**src/design/charge_comparison_psd_assert.svh**
```systemverilog
// assertion macros shared by the pulse shape discrimination rtl
// no dependencies; included by the modules that carry assertions
`ifndef CHARGE_COMPARISON_PSD_ASSERT_SVH
`define CHARGE_COMPARISON_PSD_ASSERT_SVH

// implication checked at every rising edge outside reset
`define CCPSD_ASSERT_IMP(lbl, clk, rst, ante, cons, msg) \
   lbl: assert property (@(posedge clk) disable iff (rst) (ante) |-> (cons)) \
      else $error(msg);

// plain invariant checked at every rising edge outside reset
`define CCPSD_ASSERT_ALWAYS(lbl, clk, rst, expr, msg) \
   lbl: assert property (@(posedge clk) disable iff (rst) (expr)) \
      else $error(msg);

`endif

```
**src/design/ccpsd_pkg.sv**
```systemverilog
// types, constants and helpers of the charge comparison psd block
// no dependencies; used by every module of the block
package ccpsd_pkg;

   localparam int MAX_SAMPLES_DEF = 4096;
   localparam int SAMPLE_BITS_DEF = 16;

   localparam int ACC_W   = 28;
   localparam int PSD_W   = 18;
   localparam int PRE_W   = 12;
   localparam int TRIG_W  = 12;
   localparam int GATE_W  = 13;
   localparam int CSR_W   = 13;
   localparam int CSR_IDX_W = 2;
   localparam int Q_BITS  = 17;
   localparam int QUEUE_DEPTH = 4;

   localparam int RSP_W = ((PSD_W + 2 * ACC_W + 7) / 8) * 8;

   localparam logic [CSR_IDX_W-1:0] CSR_PRETRIG    = 2'd0;
   localparam logic [CSR_IDX_W-1:0] CSR_SHORT_GATE = 2'd1;
   localparam logic [CSR_IDX_W-1:0] CSR_LONG_GATE  = 2'd2;

   localparam logic [PRE_W-1:0]  PRETRIG_RST    = 12'd8;
   localparam logic [GATE_W-1:0] SHORT_GATE_RST = 13'd32;
   localparam logic [GATE_W-1:0] LONG_GATE_RST  = 13'd256;

   localparam logic signed [ACC_W-1:0] ACC_MAX = 28'sh7FFFFFF;
   localparam logic signed [ACC_W-1:0] ACC_MIN = 28'sh8000000;
   localparam logic signed [PSD_W-1:0] PSD_MAX = 18'sh1FFFF;
   localparam logic signed [PSD_W-1:0] PSD_MIN = 18'sh20000;
   localparam logic signed [PSD_W-1:0] PSD_INVALID = 18'sh30000;

   typedef struct packed {
      logic signed [ACC_W-1:0] long_sum;
      logic signed [ACC_W-1:0] short_sum;
   } ccpsd_sums_type;

   typedef struct packed {
      logic full;
      logic empty;
   } ccpsd_qstat_type;

   typedef enum logic [2:0] {
      BK_IDLE,
      BK_LOAD,
      BK_CHECK,
      BK_DIV,
      BK_DONE
   } ccpsd_bk_state_type;

   // saturating add over the accumulator range
   function automatic logic signed [ACC_W-1:0] sat_add(
      input logic signed [ACC_W-1:0] a,
      input logic signed [ACC_W-1:0] b
   );
      logic signed [ACC_W:0] t;
      t = {a[ACC_W-1], a} + {b[ACC_W-1], b};
      if (t[ACC_W] != t[ACC_W-1]) begin
         return t[ACC_W] ? ACC_MIN : ACC_MAX;
      end
      return t[ACC_W-1:0];
   endfunction

endpackage

```
**src/design/ccpsd_front.sv**
```systemverilog
// front end: configuration registers, gate tracking and the two integrators
// depends on ccpsd_pkg; pushes finished sum pairs into ccpsd_queue
`include "charge_comparison_psd_assert.svh"

module ccpsd_front #(
   parameter int MAX_SAMPLES = ccpsd_pkg::MAX_SAMPLES_DEF,
   parameter int SAMPLE_BITS = ccpsd_pkg::SAMPLE_BITS_DEF
) (
   input  logic                              clock,
   input  logic                              reset,
   input  logic                              csr_we,
   input  logic [ccpsd_pkg::CSR_IDX_W-1:0]   csr_index,
   input  logic [ccpsd_pkg::CSR_W-1:0]       csr_wdata,
   input  logic                              in_valid,
   output logic                              in_ready,
   input  logic signed [SAMPLE_BITS-1:0]     in_sample,
   input  logic [ccpsd_pkg::TRIG_W-1:0]      in_trigger,
   input  logic                              in_last,
   input  ccpsd_pkg::ccpsd_qstat_type        qstat,
   output logic                              push,
   output ccpsd_pkg::ccpsd_sums_type         push_data
);
   import ccpsd_pkg::*;

   localparam int CNT_W = $clog2(MAX_SAMPLES + 1);
   localparam int CMP_W = ((CNT_W > GATE_W) ? CNT_W : GATE_W) + 1;

   logic [PRE_W-1:0]  pretrig_ff, pretrig_in;
   logic [GATE_W-1:0] short_gate_ff, short_gate_in;
   logic [GATE_W-1:0] long_gate_ff, long_gate_in;

   logic [CNT_W-1:0]        count_ff, count_in;
   logic [TRIG_W-1:0]       gate_start_ff, gate_start_in;
   logic signed [ACC_W-1:0] short_ff, short_in;
   logic signed [ACC_W-1:0] long_ff, long_in;

   logic                    accept;
   logic                    take;
   logic [TRIG_W-1:0]       gs_now;
   logic [CMP_W-1:0]        idx, lo;
   logic                    in_short, in_long;
   logic signed [ACC_W-1:0] x_ext;
   logic signed [ACC_W-1:0] short_nx, long_nx;

   assign in_ready = !qstat.full;
   assign accept   = in_valid && in_ready;

   always_comb begin
      pretrig_in    = pretrig_ff;
      short_gate_in = short_gate_ff;
      long_gate_in  = long_gate_ff;
      if (csr_we) begin
         unique case (csr_index)
            CSR_PRETRIG:    pretrig_in    = csr_wdata[PRE_W-1:0];
            CSR_SHORT_GATE: short_gate_in = csr_wdata[GATE_W-1:0];
            CSR_LONG_GATE:  long_gate_in  = csr_wdata[GATE_W-1:0];
            default: ;
         endcase
      end
   end

   // gate start is latched on the first sample of a waveform
   always_comb begin
      if (count_ff == '0) begin
         gs_now = (in_trigger > pretrig_ff) ? (in_trigger - pretrig_ff) : '0;
      end else begin
         gs_now = gate_start_ff;
      end
      take     = count_ff < CNT_W'(MAX_SAMPLES);
      idx      = CMP_W'(count_ff);
      lo       = CMP_W'(gs_now);
      in_short = take && (idx >= lo) && (idx < lo + CMP_W'(short_gate_ff));
      in_long  = take && (idx >= lo) && (idx < lo + CMP_W'(long_gate_ff));
      x_ext    = {{(ACC_W - SAMPLE_BITS){in_sample[SAMPLE_BITS-1]}}, in_sample};
      short_nx = in_short ? sat_add(short_ff, x_ext) : short_ff;
      long_nx  = in_long  ? sat_add(long_ff, x_ext)  : long_ff;
   end

   always_comb begin
      count_in      = count_ff;
      gate_start_in = gate_start_ff;
      short_in      = short_ff;
      long_in       = long_ff;
      if (accept) begin
         if (in_last) begin
            count_in      = '0;
            gate_start_in = '0;
            short_in      = '0;
            long_in       = '0;
         end else begin
            count_in      = take ? count_ff + CNT_W'(1) : count_ff;
            gate_start_in = gs_now;
            short_in      = short_nx;
            long_in       = long_nx;
         end
      end
   end

   assign push                = accept && in_last;
   assign push_data.short_sum = short_nx;
   assign push_data.long_sum  = long_nx;

   always_ff @(posedge clock) begin
      if (reset) begin
         pretrig_ff    <= PRETRIG_RST;
         short_gate_ff <= SHORT_GATE_RST;
         long_gate_ff  <= LONG_GATE_RST;
         count_ff      <= '0;
         gate_start_ff <= '0;
         short_ff      <= '0;
         long_ff       <= '0;
      end else begin
         pretrig_ff    <= pretrig_in;
         short_gate_ff <= short_gate_in;
         long_gate_ff  <= long_gate_in;
         count_ff      <= count_in;
         gate_start_ff <= gate_start_in;
         short_ff      <= short_in;
         long_ff       <= long_in;
      end
   end

   `CCPSD_ASSERT_ALWAYS(a_count_bound, clock, reset,
      count_ff <= CNT_W'(MAX_SAMPLES), "sample count ran past its saturation point")

endmodule

```
**src/design/ccpsd_queue.sv**
```systemverilog
// short register queue of finished sum pairs between front and back end
// depends on ccpsd_pkg
`include "charge_comparison_psd_assert.svh"

module ccpsd_queue (
   input  logic                        clock,
   input  logic                        reset,
   input  logic                        push,
   input  ccpsd_pkg::ccpsd_sums_type   push_data,
   input  logic                        pop,
   output ccpsd_pkg::ccpsd_sums_type   pop_data,
   output ccpsd_pkg::ccpsd_qstat_type  qstat
);
   import ccpsd_pkg::*;

   localparam int PTR_W = $clog2(QUEUE_DEPTH);

   ccpsd_sums_type   entry_ff [QUEUE_DEPTH];
   logic [PTR_W-1:0] wr_ptr_ff, wr_ptr_in;
   logic [PTR_W-1:0] rd_ptr_ff, rd_ptr_in;
   logic [PTR_W:0]   fill_ff, fill_in;
   logic             do_push, do_pop;

   assign qstat.full  = fill_ff == (PTR_W + 1)'(QUEUE_DEPTH);
   assign qstat.empty = fill_ff == '0;
   assign do_push     = push && !qstat.full;
   assign do_pop      = pop && !qstat.empty;
   assign pop_data    = entry_ff[rd_ptr_ff];

   always_comb begin
      wr_ptr_in = do_push ? wr_ptr_ff + PTR_W'(1) : wr_ptr_ff;
      rd_ptr_in = do_pop  ? rd_ptr_ff + PTR_W'(1) : rd_ptr_ff;
      fill_in   = fill_ff;
      if (do_push && !do_pop) begin
         fill_in = fill_ff + (PTR_W + 1)'(1);
      end else if (do_pop && !do_push) begin
         fill_in = fill_ff - (PTR_W + 1)'(1);
      end
   end

   always_ff @(posedge clock) begin
      if (do_push) begin
         entry_ff[wr_ptr_ff] <= push_data;
      end
   end

   always_ff @(posedge clock) begin
      if (reset) begin
         wr_ptr_ff <= '0;
         rd_ptr_ff <= '0;
         fill_ff   <= '0;
      end else begin
         wr_ptr_ff <= wr_ptr_in;
         rd_ptr_ff <= rd_ptr_in;
         fill_ff   <= fill_in;
      end
   end

   `CCPSD_ASSERT_IMP(a_no_overflow, clock, reset, push, !qstat.full,
      "sum pair pushed into a full queue")

endmodule

```
**src/design/ccpsd_back.sv**
```systemverilog
// back end: restoring divider for 1 - short/long and the result register
// depends on ccpsd_pkg; pops sum pairs from ccpsd_queue
`include "charge_comparison_psd_assert.svh"

module ccpsd_back (
   input  logic                                clock,
   input  logic                                reset,
   input  ccpsd_pkg::ccpsd_qstat_type          qstat,
   input  ccpsd_pkg::ccpsd_sums_type           pop_data,
   output logic                                pop,
   output logic                                out_valid,
   input  logic                                out_ready,
   output logic signed [ccpsd_pkg::PSD_W-1:0]  out_psd,
   output logic                                out_valid_res,
   output logic signed [ccpsd_pkg::ACC_W-1:0]  out_short,
   output logic signed [ccpsd_pkg::ACC_W-1:0]  out_long
);
   import ccpsd_pkg::*;

   localparam int ITER_W = $clog2(Q_BITS);

   ccpsd_bk_state_type state_ff, state_in;

   logic signed [ACC_W-1:0] s_ff, l_ff;
   logic [ACC_W-1:0]        diff_ff;
   logic [ACC_W-1:0]        d_ff;
   logic                    valid_ff, neg_ff, ovf_ff;
   logic [ACC_W:0]          rem_ff;
   logic [Q_BITS-1:0]       q_ff;
   logic [ITER_W-1:0]       iter_ff;

   logic                    out_valid_ff;
   logic signed [PSD_W-1:0] psd_ff;
   logic                    valid_res_ff;
   logic signed [ACC_W-1:0] short_out_ff, long_out_ff;

   logic                    out_free, load_out;
   logic [ACC_W:0]          diff_full;
   logic                    ge;
   logic [ACC_W:0]          rem_sub, rem_kept;
   logic signed [PSD_W-1:0] psd_calc;
   logic signed [PSD_W-1:0] q_ext;

   assign out_free = !out_valid_ff || out_ready;

   always_comb begin
      state_in = state_ff;
      unique case (state_ff)
         BK_IDLE:  if (!qstat.empty) state_in = BK_LOAD;
         BK_LOAD:  state_in = BK_CHECK;
         BK_CHECK: state_in = BK_DIV;
         BK_DIV:   if (iter_ff == '0) state_in = BK_DONE;
         BK_DONE:  if (out_free) state_in = BK_IDLE;
         default:  state_in = BK_IDLE;
      endcase
   end

   always_comb begin
      pop      = 1'b0;
      load_out = 1'b0;
      unique case (state_ff)
         BK_IDLE: pop = !qstat.empty;
         BK_DONE: load_out = out_free;
         default: ;
      endcase
   end

   // one quotient bit per cycle; remainder stays below twice the divisor
   always_comb begin
      diff_full = {l_ff[ACC_W-1], l_ff} - {s_ff[ACC_W-1], s_ff};
      ge        = rem_ff >= {1'b0, d_ff};
      rem_sub   = rem_ff - {1'b0, d_ff};
      rem_kept  = ge ? rem_sub : rem_ff;
      q_ext     = $signed({1'b0, q_ff});
      if (!valid_ff) begin
         psd_calc = PSD_INVALID;
      end else if (ovf_ff) begin
         psd_calc = neg_ff ? PSD_MIN : PSD_MAX;
      end else begin
         psd_calc = neg_ff ? -q_ext : q_ext;
      end
   end

   always_ff @(posedge clock) begin
      unique case (state_ff)
         BK_IDLE: begin
            s_ff <= pop_data.short_sum;
            l_ff <= pop_data.long_sum;
         end
         BK_LOAD: begin
            valid_ff <= l_ff > s_ff;
            neg_ff   <= l_ff[ACC_W-1];
            diff_ff  <= diff_full[ACC_W-1:0];
            d_ff     <= l_ff[ACC_W-1] ? ACC_W'(-l_ff) : ACC_W'(l_ff);
         end
         BK_CHECK: begin
            ovf_ff  <= {1'b0, diff_ff} >= {d_ff, 1'b0};
            rem_ff  <= {1'b0, diff_ff};
            iter_ff <= ITER_W'(Q_BITS - 1);
         end
         BK_DIV: begin
            rem_ff  <= {rem_kept[ACC_W-1:0], 1'b0};
            q_ff    <= {q_ff[Q_BITS-2:0], ge};
            iter_ff <= iter_ff - ITER_W'(1);
         end
         default: ;
      endcase
      if (load_out) begin
         psd_ff       <= psd_calc;
         valid_res_ff <= valid_ff;
         short_out_ff <= s_ff;
         long_out_ff  <= l_ff;
      end
   end

   always_ff @(posedge clock) begin
      if (reset) begin
         state_ff     <= BK_IDLE;
         out_valid_ff <= 1'b0;
      end else begin
         state_ff <= state_in;
         if (load_out) begin
            out_valid_ff <= 1'b1;
         end else if (out_ready) begin
            out_valid_ff <= 1'b0;
         end
      end
   end

   assign out_valid     = out_valid_ff;
   assign out_psd       = psd_ff;
   assign out_valid_res = valid_res_ff;
   assign out_short     = short_out_ff;
   assign out_long      = long_out_ff;

   `CCPSD_ASSERT_IMP(a_rem_bound, clock, reset,
      (state_ff == BK_DIV) && valid_ff && !ovf_ff, (rem_ff < {d_ff, 1'b0}),
      "divider remainder escaped its bound")
   `CCPSD_ASSERT_IMP(a_invalid_code, clock, reset,
      out_valid_ff && !valid_res_ff, psd_ff == PSD_INVALID,
      "invalid result carries a psd value other than minus one")

endmodule

```
**src/design/charge_comparison_psd.sv**
```systemverilog
// top level of charge comparison pulse shape discrimination
// depends on ccpsd_pkg, ccpsd_front, ccpsd_queue and ccpsd_back
//
//  port group | dir | fields
//  req_*      | in  | tdata: sample, trigger_index; tlast: last
//  rsp_*      | out | tdata: psd_value, short_sum, long_sum; tuser: valid_res
//  csr_*      | in  | 0 pretrigger length, 1 short_gate, 2 long_gate
//
// one sample is taken per cycle while req_tready is high; the integrators add in
// the cycle of the transfer; a result passes queue pop, the set-up states
// BK_LOAD and BK_CHECK, the one-bit-per-cycle divider and the output register load
// the divider serves one waveform at a time; a 4-entry queue of sum pairs lets
// further waveforms follow; req_tready drops only while the queue is full
// synchronous active-high reset; no clearing pass, the block is ready after reset
module charge_comparison_psd #(
   parameter int MAX_SAMPLES = ccpsd_pkg::MAX_SAMPLES_DEF,
   parameter int SAMPLE_BITS = ccpsd_pkg::SAMPLE_BITS_DEF
) (
   input  logic                                                  clock,
   input  logic                                                  reset,
   input  logic                                                  csr_we,
   input  logic [ccpsd_pkg::CSR_IDX_W-1:0]                       csr_index,
   input  logic [ccpsd_pkg::CSR_W-1:0]                           csr_wdata,
   input  logic                                                  req_tvalid,
   output logic                                                  req_tready,
   // sample, trigger_index, zero fill
   input  logic [((SAMPLE_BITS + ccpsd_pkg::TRIG_W + 7) / 8) * 8 - 1:0] req_tdata,
   input  logic                                                  req_tlast,
   output logic                                                  rsp_tvalid,
   input  logic                                                  rsp_tready,
   // psd_value, short_sum, long_sum, zero fill
   output logic [ccpsd_pkg::RSP_W-1:0]                           rsp_tdata,
   // valid_res
   output logic                                                  rsp_tuser
);
   import ccpsd_pkg::*;

   localparam int PAD_W = RSP_W - PSD_W - 2 * ACC_W;

   ccpsd_qstat_type         qstat;
   ccpsd_sums_type          push_data, pop_data;
   logic                    push, pop;
   logic signed [PSD_W-1:0] psd;
   logic                    valid_res;
   logic signed [ACC_W-1:0] short_sum, long_sum;

   ccpsd_front #(
      .MAX_SAMPLES(MAX_SAMPLES),
      .SAMPLE_BITS(SAMPLE_BITS)
   ) u_front (
      .clock     (clock),
      .reset     (reset),
      .csr_we    (csr_we),
      .csr_index (csr_index),
      .csr_wdata (csr_wdata),
      .in_valid  (req_tvalid),
      .in_ready  (req_tready),
      .in_sample ($signed(req_tdata[SAMPLE_BITS-1:0])),
      .in_trigger(req_tdata[SAMPLE_BITS + TRIG_W - 1:SAMPLE_BITS]),
      .in_last   (req_tlast),
      .qstat     (qstat),
      .push      (push),
      .push_data (push_data)
   );

   ccpsd_queue u_queue (
      .clock    (clock),
      .reset    (reset),
      .push     (push),
      .push_data(push_data),
      .pop      (pop),
      .pop_data (pop_data),
      .qstat    (qstat)
   );

   ccpsd_back u_back (
      .clock        (clock),
      .reset        (reset),
      .qstat        (qstat),
      .pop_data     (pop_data),
      .pop          (pop),
      .out_valid    (rsp_tvalid),
      .out_ready    (rsp_tready),
      .out_psd      (psd),
      .out_valid_res(valid_res),
      .out_short    (short_sum),
      .out_long     (long_sum)
   );

   assign rsp_tdata = {{PAD_W{1'b0}}, long_sum, short_sum, psd};
   assign rsp_tuser = valid_res;

endmodule
```
**config.mk**
```make
export PLATFORM = sky130hd
export DESIGN_NAME = charge_comparison_psd
export DESIGN_NICKNAME = d
export VERILOG_FILES = /design/src/design/ccpsd_pkg.sv /design/src/design/ccpsd_front.sv /design/src/design/ccpsd_queue.sv /design/src/design/ccpsd_back.sv /design/src/design/charge_comparison_psd.sv
export VERILOG_INCLUDE_DIRS = /design/src /design/src/design
export SDC_FILE = /design/constraint.sdc
export NUM_CORES = 1
export LEC_CHECK = 0
export ABC_AREA = 1
export BUFFER_PORTS_ARGS = -buffer_cell sky130_fd_sc_hd__buf_4
export CORE_ASPECT_RATIO = 1.2
export CORE_MARGIN = 2
export CORE_UTILIZATION = 49
export CTS_BUF_LIST = sky130_fd_sc_hd__clkbuf_4
export DETAILED_ROUTE_END_ITERATION = 7
export PLACE_DENSITY = 0.66
export RECOVER_POWER = 100
export SETUP_SLACK_MARGIN = 0.02
export SLEW_MARGIN = 20
export SYNTH_ARGS = -nofsm -noshare
export SYNTH_HDL_FRONTEND = slang
export SYNTH_SLANG_ARGS = --single-unit
```
**constraint.sdc**
```tcl
create_clock -name clock -period 5.55 [get_ports clock]
set_input_delay 0.8325 -clock clock [delete_from_list [all_inputs] [get_ports clock]]
set_output_delay 0.8325 -clock clock [all_outputs]
set_load 0.1 [all_outputs]
```
==> results by group <==
Status
  – Status: finished, violations left
  – Violated checks: max-capacitance violations, max-slew violations

Timing
  – RSZ-0062 raised after global routing: no
  – Tcrit/Tclk final: 0.907
  – Peak Freq: about 200 MHz
  – Tmin final: 5.04 ns
  – Least-Margin Pin Slew: 3.02 ns
  – Slew Limit Fails: between 400 and 500
  – Final-report hold violation count: 0
  – Clk_skew: 0.0789 ns
  – Fin worst setup slack: between 0.5 and 0.6 ns
  – Slew Limit Headroom: -1.01
  – Setup-failing EPs final: 0

Power and ir drop
  – Static Leak: between 15 and 20 nW
  – Pwr Total: about 18 mW
  – PwrDens: 498 nW/um^2
  – VDD IR-drop max: between 200 and 250 uV

Setup path
  – R2r startpoint: u_front.pretrig_ff[0]
  – Slowest-stage cell, CP: fa_1
  – Worst setup path category: reg2reg
  – R2r setup slk: between 0.5 and 0.6 ns
  – CP Launch Type: flip-flop
  – FF-to-FF End: u_queue.entry_ff[0][37]
  – Worst Path Required: 6.37 ns
  – WP data arrival: about 5.9 ns
  – CP endpoint kind: flip-flop
  – Crit-path max FO: 16
  – Worst reg2reg path depth: 30
  – Crit path largest cell delay: between 0.3 and 0.4 ns
  – Most common cell on crit path: nand2_1

Clock network
  – CTS resizes: 0
  – Worst skew pair latency: 1.03 ns
  – Clock Pin Slew Worst Setup and Hold Paths: roughly 0.07 ns
  – CTS Buf Count: 150
  – Clk buf depth: 3
  – CTS tree: yes
  – H-tree depth: 4
  – Post-CTS setup buffer count: 0
  – # hold bufs at CTS: 2
  – CTS sink cnt: 595
  – Root Driver: clkbuf_4

Global route
  – First-pass GRT wire length: roughly 130000 um
  – Total global-route track usage: 0.240
  – Antenna violations before repair: 2
  – Vias in the first global route: about 26000
  – Pin count of the biggest net entering global routing: between 100 and 150
  – Total gr overflow: 0

Die
  – FP Rows: about 100
  – Die Ht: between 200 and 300 um
  – Core box area: a little under 70000 um^2
  – Die Span X: roughly 240 um
  – Die area: around 70000 um^2
  – Initial core utilization: 0.497
  – # IOs: about 140

Detailed routing
  – Final wirelength: 84800 um
  – DR pass1 iterations: 5
  – Drt drc: 0
  – Via/cell ratio: 5.27
  – DRT antenna net count: 0
  – Via count: 26600
  – Initial drt markers: between 1500 and 2000
  – DR WL/cell: between 15 and 20 um

Synthesis
  – Ys flop type: edfxtp_1
  – YS warnings: 0
  – Share of the synthesized area in the top cell type: 0.418
  – Cell count after synthesis: ~3800
  – Synthesized area per cell: roughly 8.9 um^2
  – Unique masters post-synth: between 50 and 60
  – Async S/R FF share, synth: 0
  – Post-synth top cells: 853 x nand2_1, 465 x edfxtp_1, 395 x nor2_1
  – Synth Register Bits: between 500 and 600
  – Top cells by area, synth: edfxtp_1 42%, nand2_1 9.6%, ha_1 8.3%
  – Post-synth EDFFs: ~470
  – Most numerous cell in the Yosys netlist: nand2_1
  – Post-synth top area cell: edfxtp_1
  – Synth Cell Area: ~33000 um^2
  – Sequential share of the synthesized area: 0.496

Worst hold path
  – Hold depth: 3
  – Worst min path class: in2reg
  – Hold Crit Start: csr_wdata[8]
  – Worst hold endpoint: u_front.long_gate_ff[8]

Placed design
  – Placer Congestion: ~0.96
  – # placed instances: approximately 4800
  – HPWL Detailed: slightly above 60000 um
  – Placed instance area: about 36000 um^2
  – Place WS: -0.0292 ns
  – I/O Buffers: 125

Cells and area
  – Nets: about 4300
  – Final core occ: 0.552
  – Post-Layout Cell Count: between 5000 and 6000
  – Final Cell Area: between 30000 and 40000 um^2
  – Fillers: about 6300
  – Multi-input logic area: between 10000 and 15000 um^2
  – Layout area overhead: 11.1%
  – Register area: 16600 um^2
  – Share of layout cells above drive strength 1: 0.103

Run
  – Max-capacitance violation count: 10
==> routing by layer <==
metal	up-vias	wire length, um	track usage
met5	-	0	0
met4	0	3000	0.108
met3	151	4120	0.0414
met2	654	41000	0.405
met1	12400	36700	0.300
li1	13500	-	-
==> power breakdown <==
part	internal (mW)	switching (mW)	total [mW]
sequential	6.29	0.693	6.99
combinational	2.36	5.57	7.93
clock	1.78	1.78	3.56
total	10.4	8.05	18.5
==> cells by family (layout without fill, tap and decap cells) <==
group / count (synthesis) / in the layout / share of synthesized area
simple gates: 1585 / 1585 / 0.200
compound gates: 741 / 741 / 0.123
flops: 595 / 595 / 0.496
buf+inv: 481 / 853 / 0.0580
fa+ha+maj: 229 / 229 / 0.0875
xor+xnor: 138 / 138 / 0.0362
other cells: 1 / 10 / 0.000112
==> stage by stage <==
step / hold WS [ns] / setup TNS [ns]
2_1_floorplan: 0.426 / 0
3_3_place_gp: 0.431 / 0
4_1_cts: 0.00582 / 0
5_1_grt: 0.00835 / 0
6_report: 0.115 / 0
3_5_place_dp: 0.439 / -0.0617
==> area by class of cell <==
cell class                 count  share of cell area
sequential                   595               0.446
multi-input combinational   2699               0.401
clock buffer                 198              0.0400
inverter                     372              0.0376
timing repair buffer         227              0.0357
tap                          901              0.0304
clock inverter                56             0.00906
antenna                        4            0.000270
==> worst max-delay path: cells and delay by family, from the launching register on <==
family | cells | cell delay (ns)
compound gates | 8 | 1.20
fa+ha+maj | 4 | 1.15
simple gates | 11 | 1.11
buf+inv | 6 | 0.93
flops | 1 | 0.31
xor+xnor | 1 | 0.16
==> worst max path at each step <==
stage	start	to	slack [ns]	cells after the start
after floorplan	req_tdata[16]	u_queue.entry_ff[0][47]	0.40	29
after global placement	req_tdata[16]	u_front.short_ff[26]	0.04	35
after detailed placement	req_tdata[16]	u_front.short_ff[21]	-0.03	32
after CTS	u_front.pretrig_ff[0]	u_front.short_ff[6]	0.63	34
after global routing	u_front.pretrig_ff[0]	u_queue.entry_ff[1][15]	0.02	33
final	u_front.pretrig_ff[0]	u_queue.entry_ff[0][37]	0.51	30
==> layout by cell type, fill, tap and decap left out, types with 7 or more instances in the layout <==
master	Yosys	final
o21bai_1	19	19
a21oi_2	15	7
edfxtp_1	465	465
a21o_1	15	15
xnor2_1	60	60
buf_4	8	100
nand2_2	56	32
fa_1	8	8
nor2_1	395	388
a21oi_1	287	295
a21boi_0	12	13
clkbuf_4	0	200
clkbuf_2	0	12
nor3_1	49	50
o21ai_0	268	272
ha_1	221	221
o22ai_1	58	58
nor2_4	2	9
xor2_1	78	78
or2_2	14	14
clkinv_1	3	36
o211ai_1	22	22
clkbuf_1	77	107
nor2_2	7	7
clkinv_2	0	7
nand3_1	127	127
o21a_1	9	9
a31oi_1	14	14
nand2_1	853	877
nor4_1	11	11
dfxtp_1	130	130
nand4_1	39	39
nand3b_1	10	10
inv_1	365	365
==> flip-flops by register name, summed over array words and instances, names as in the netlist, 2 cells and up <==
signal / cells
u_back.d_ff: 28
u_back.diff_ff: 28
u_back.iter_ff: 5
u_back.l_ff: 28
u_back.out_long: 28
u_back.out_psd: 18
u_back.out_short: 28
u_back.q_ff: 17
u_back.rem_ff: 29
u_back.s_ff: 28
u_back.state_ff: 3
u_front.count_ff: 13
u_front.gate_start_ff: 12
u_front.long_ff: 28
u_front.long_gate_ff: 13
u_front.pretrig_ff: 12
u_front.short_ff: 28
u_front.short_gate_ff: 13
u_queue.entry_ff: 224
u_queue.fill_ff: 3
u_queue.rd_ptr_ff: 2
u_queue.wr_ptr_ff: 2
No activity file was read; power rests on OpenSTA's default activity.
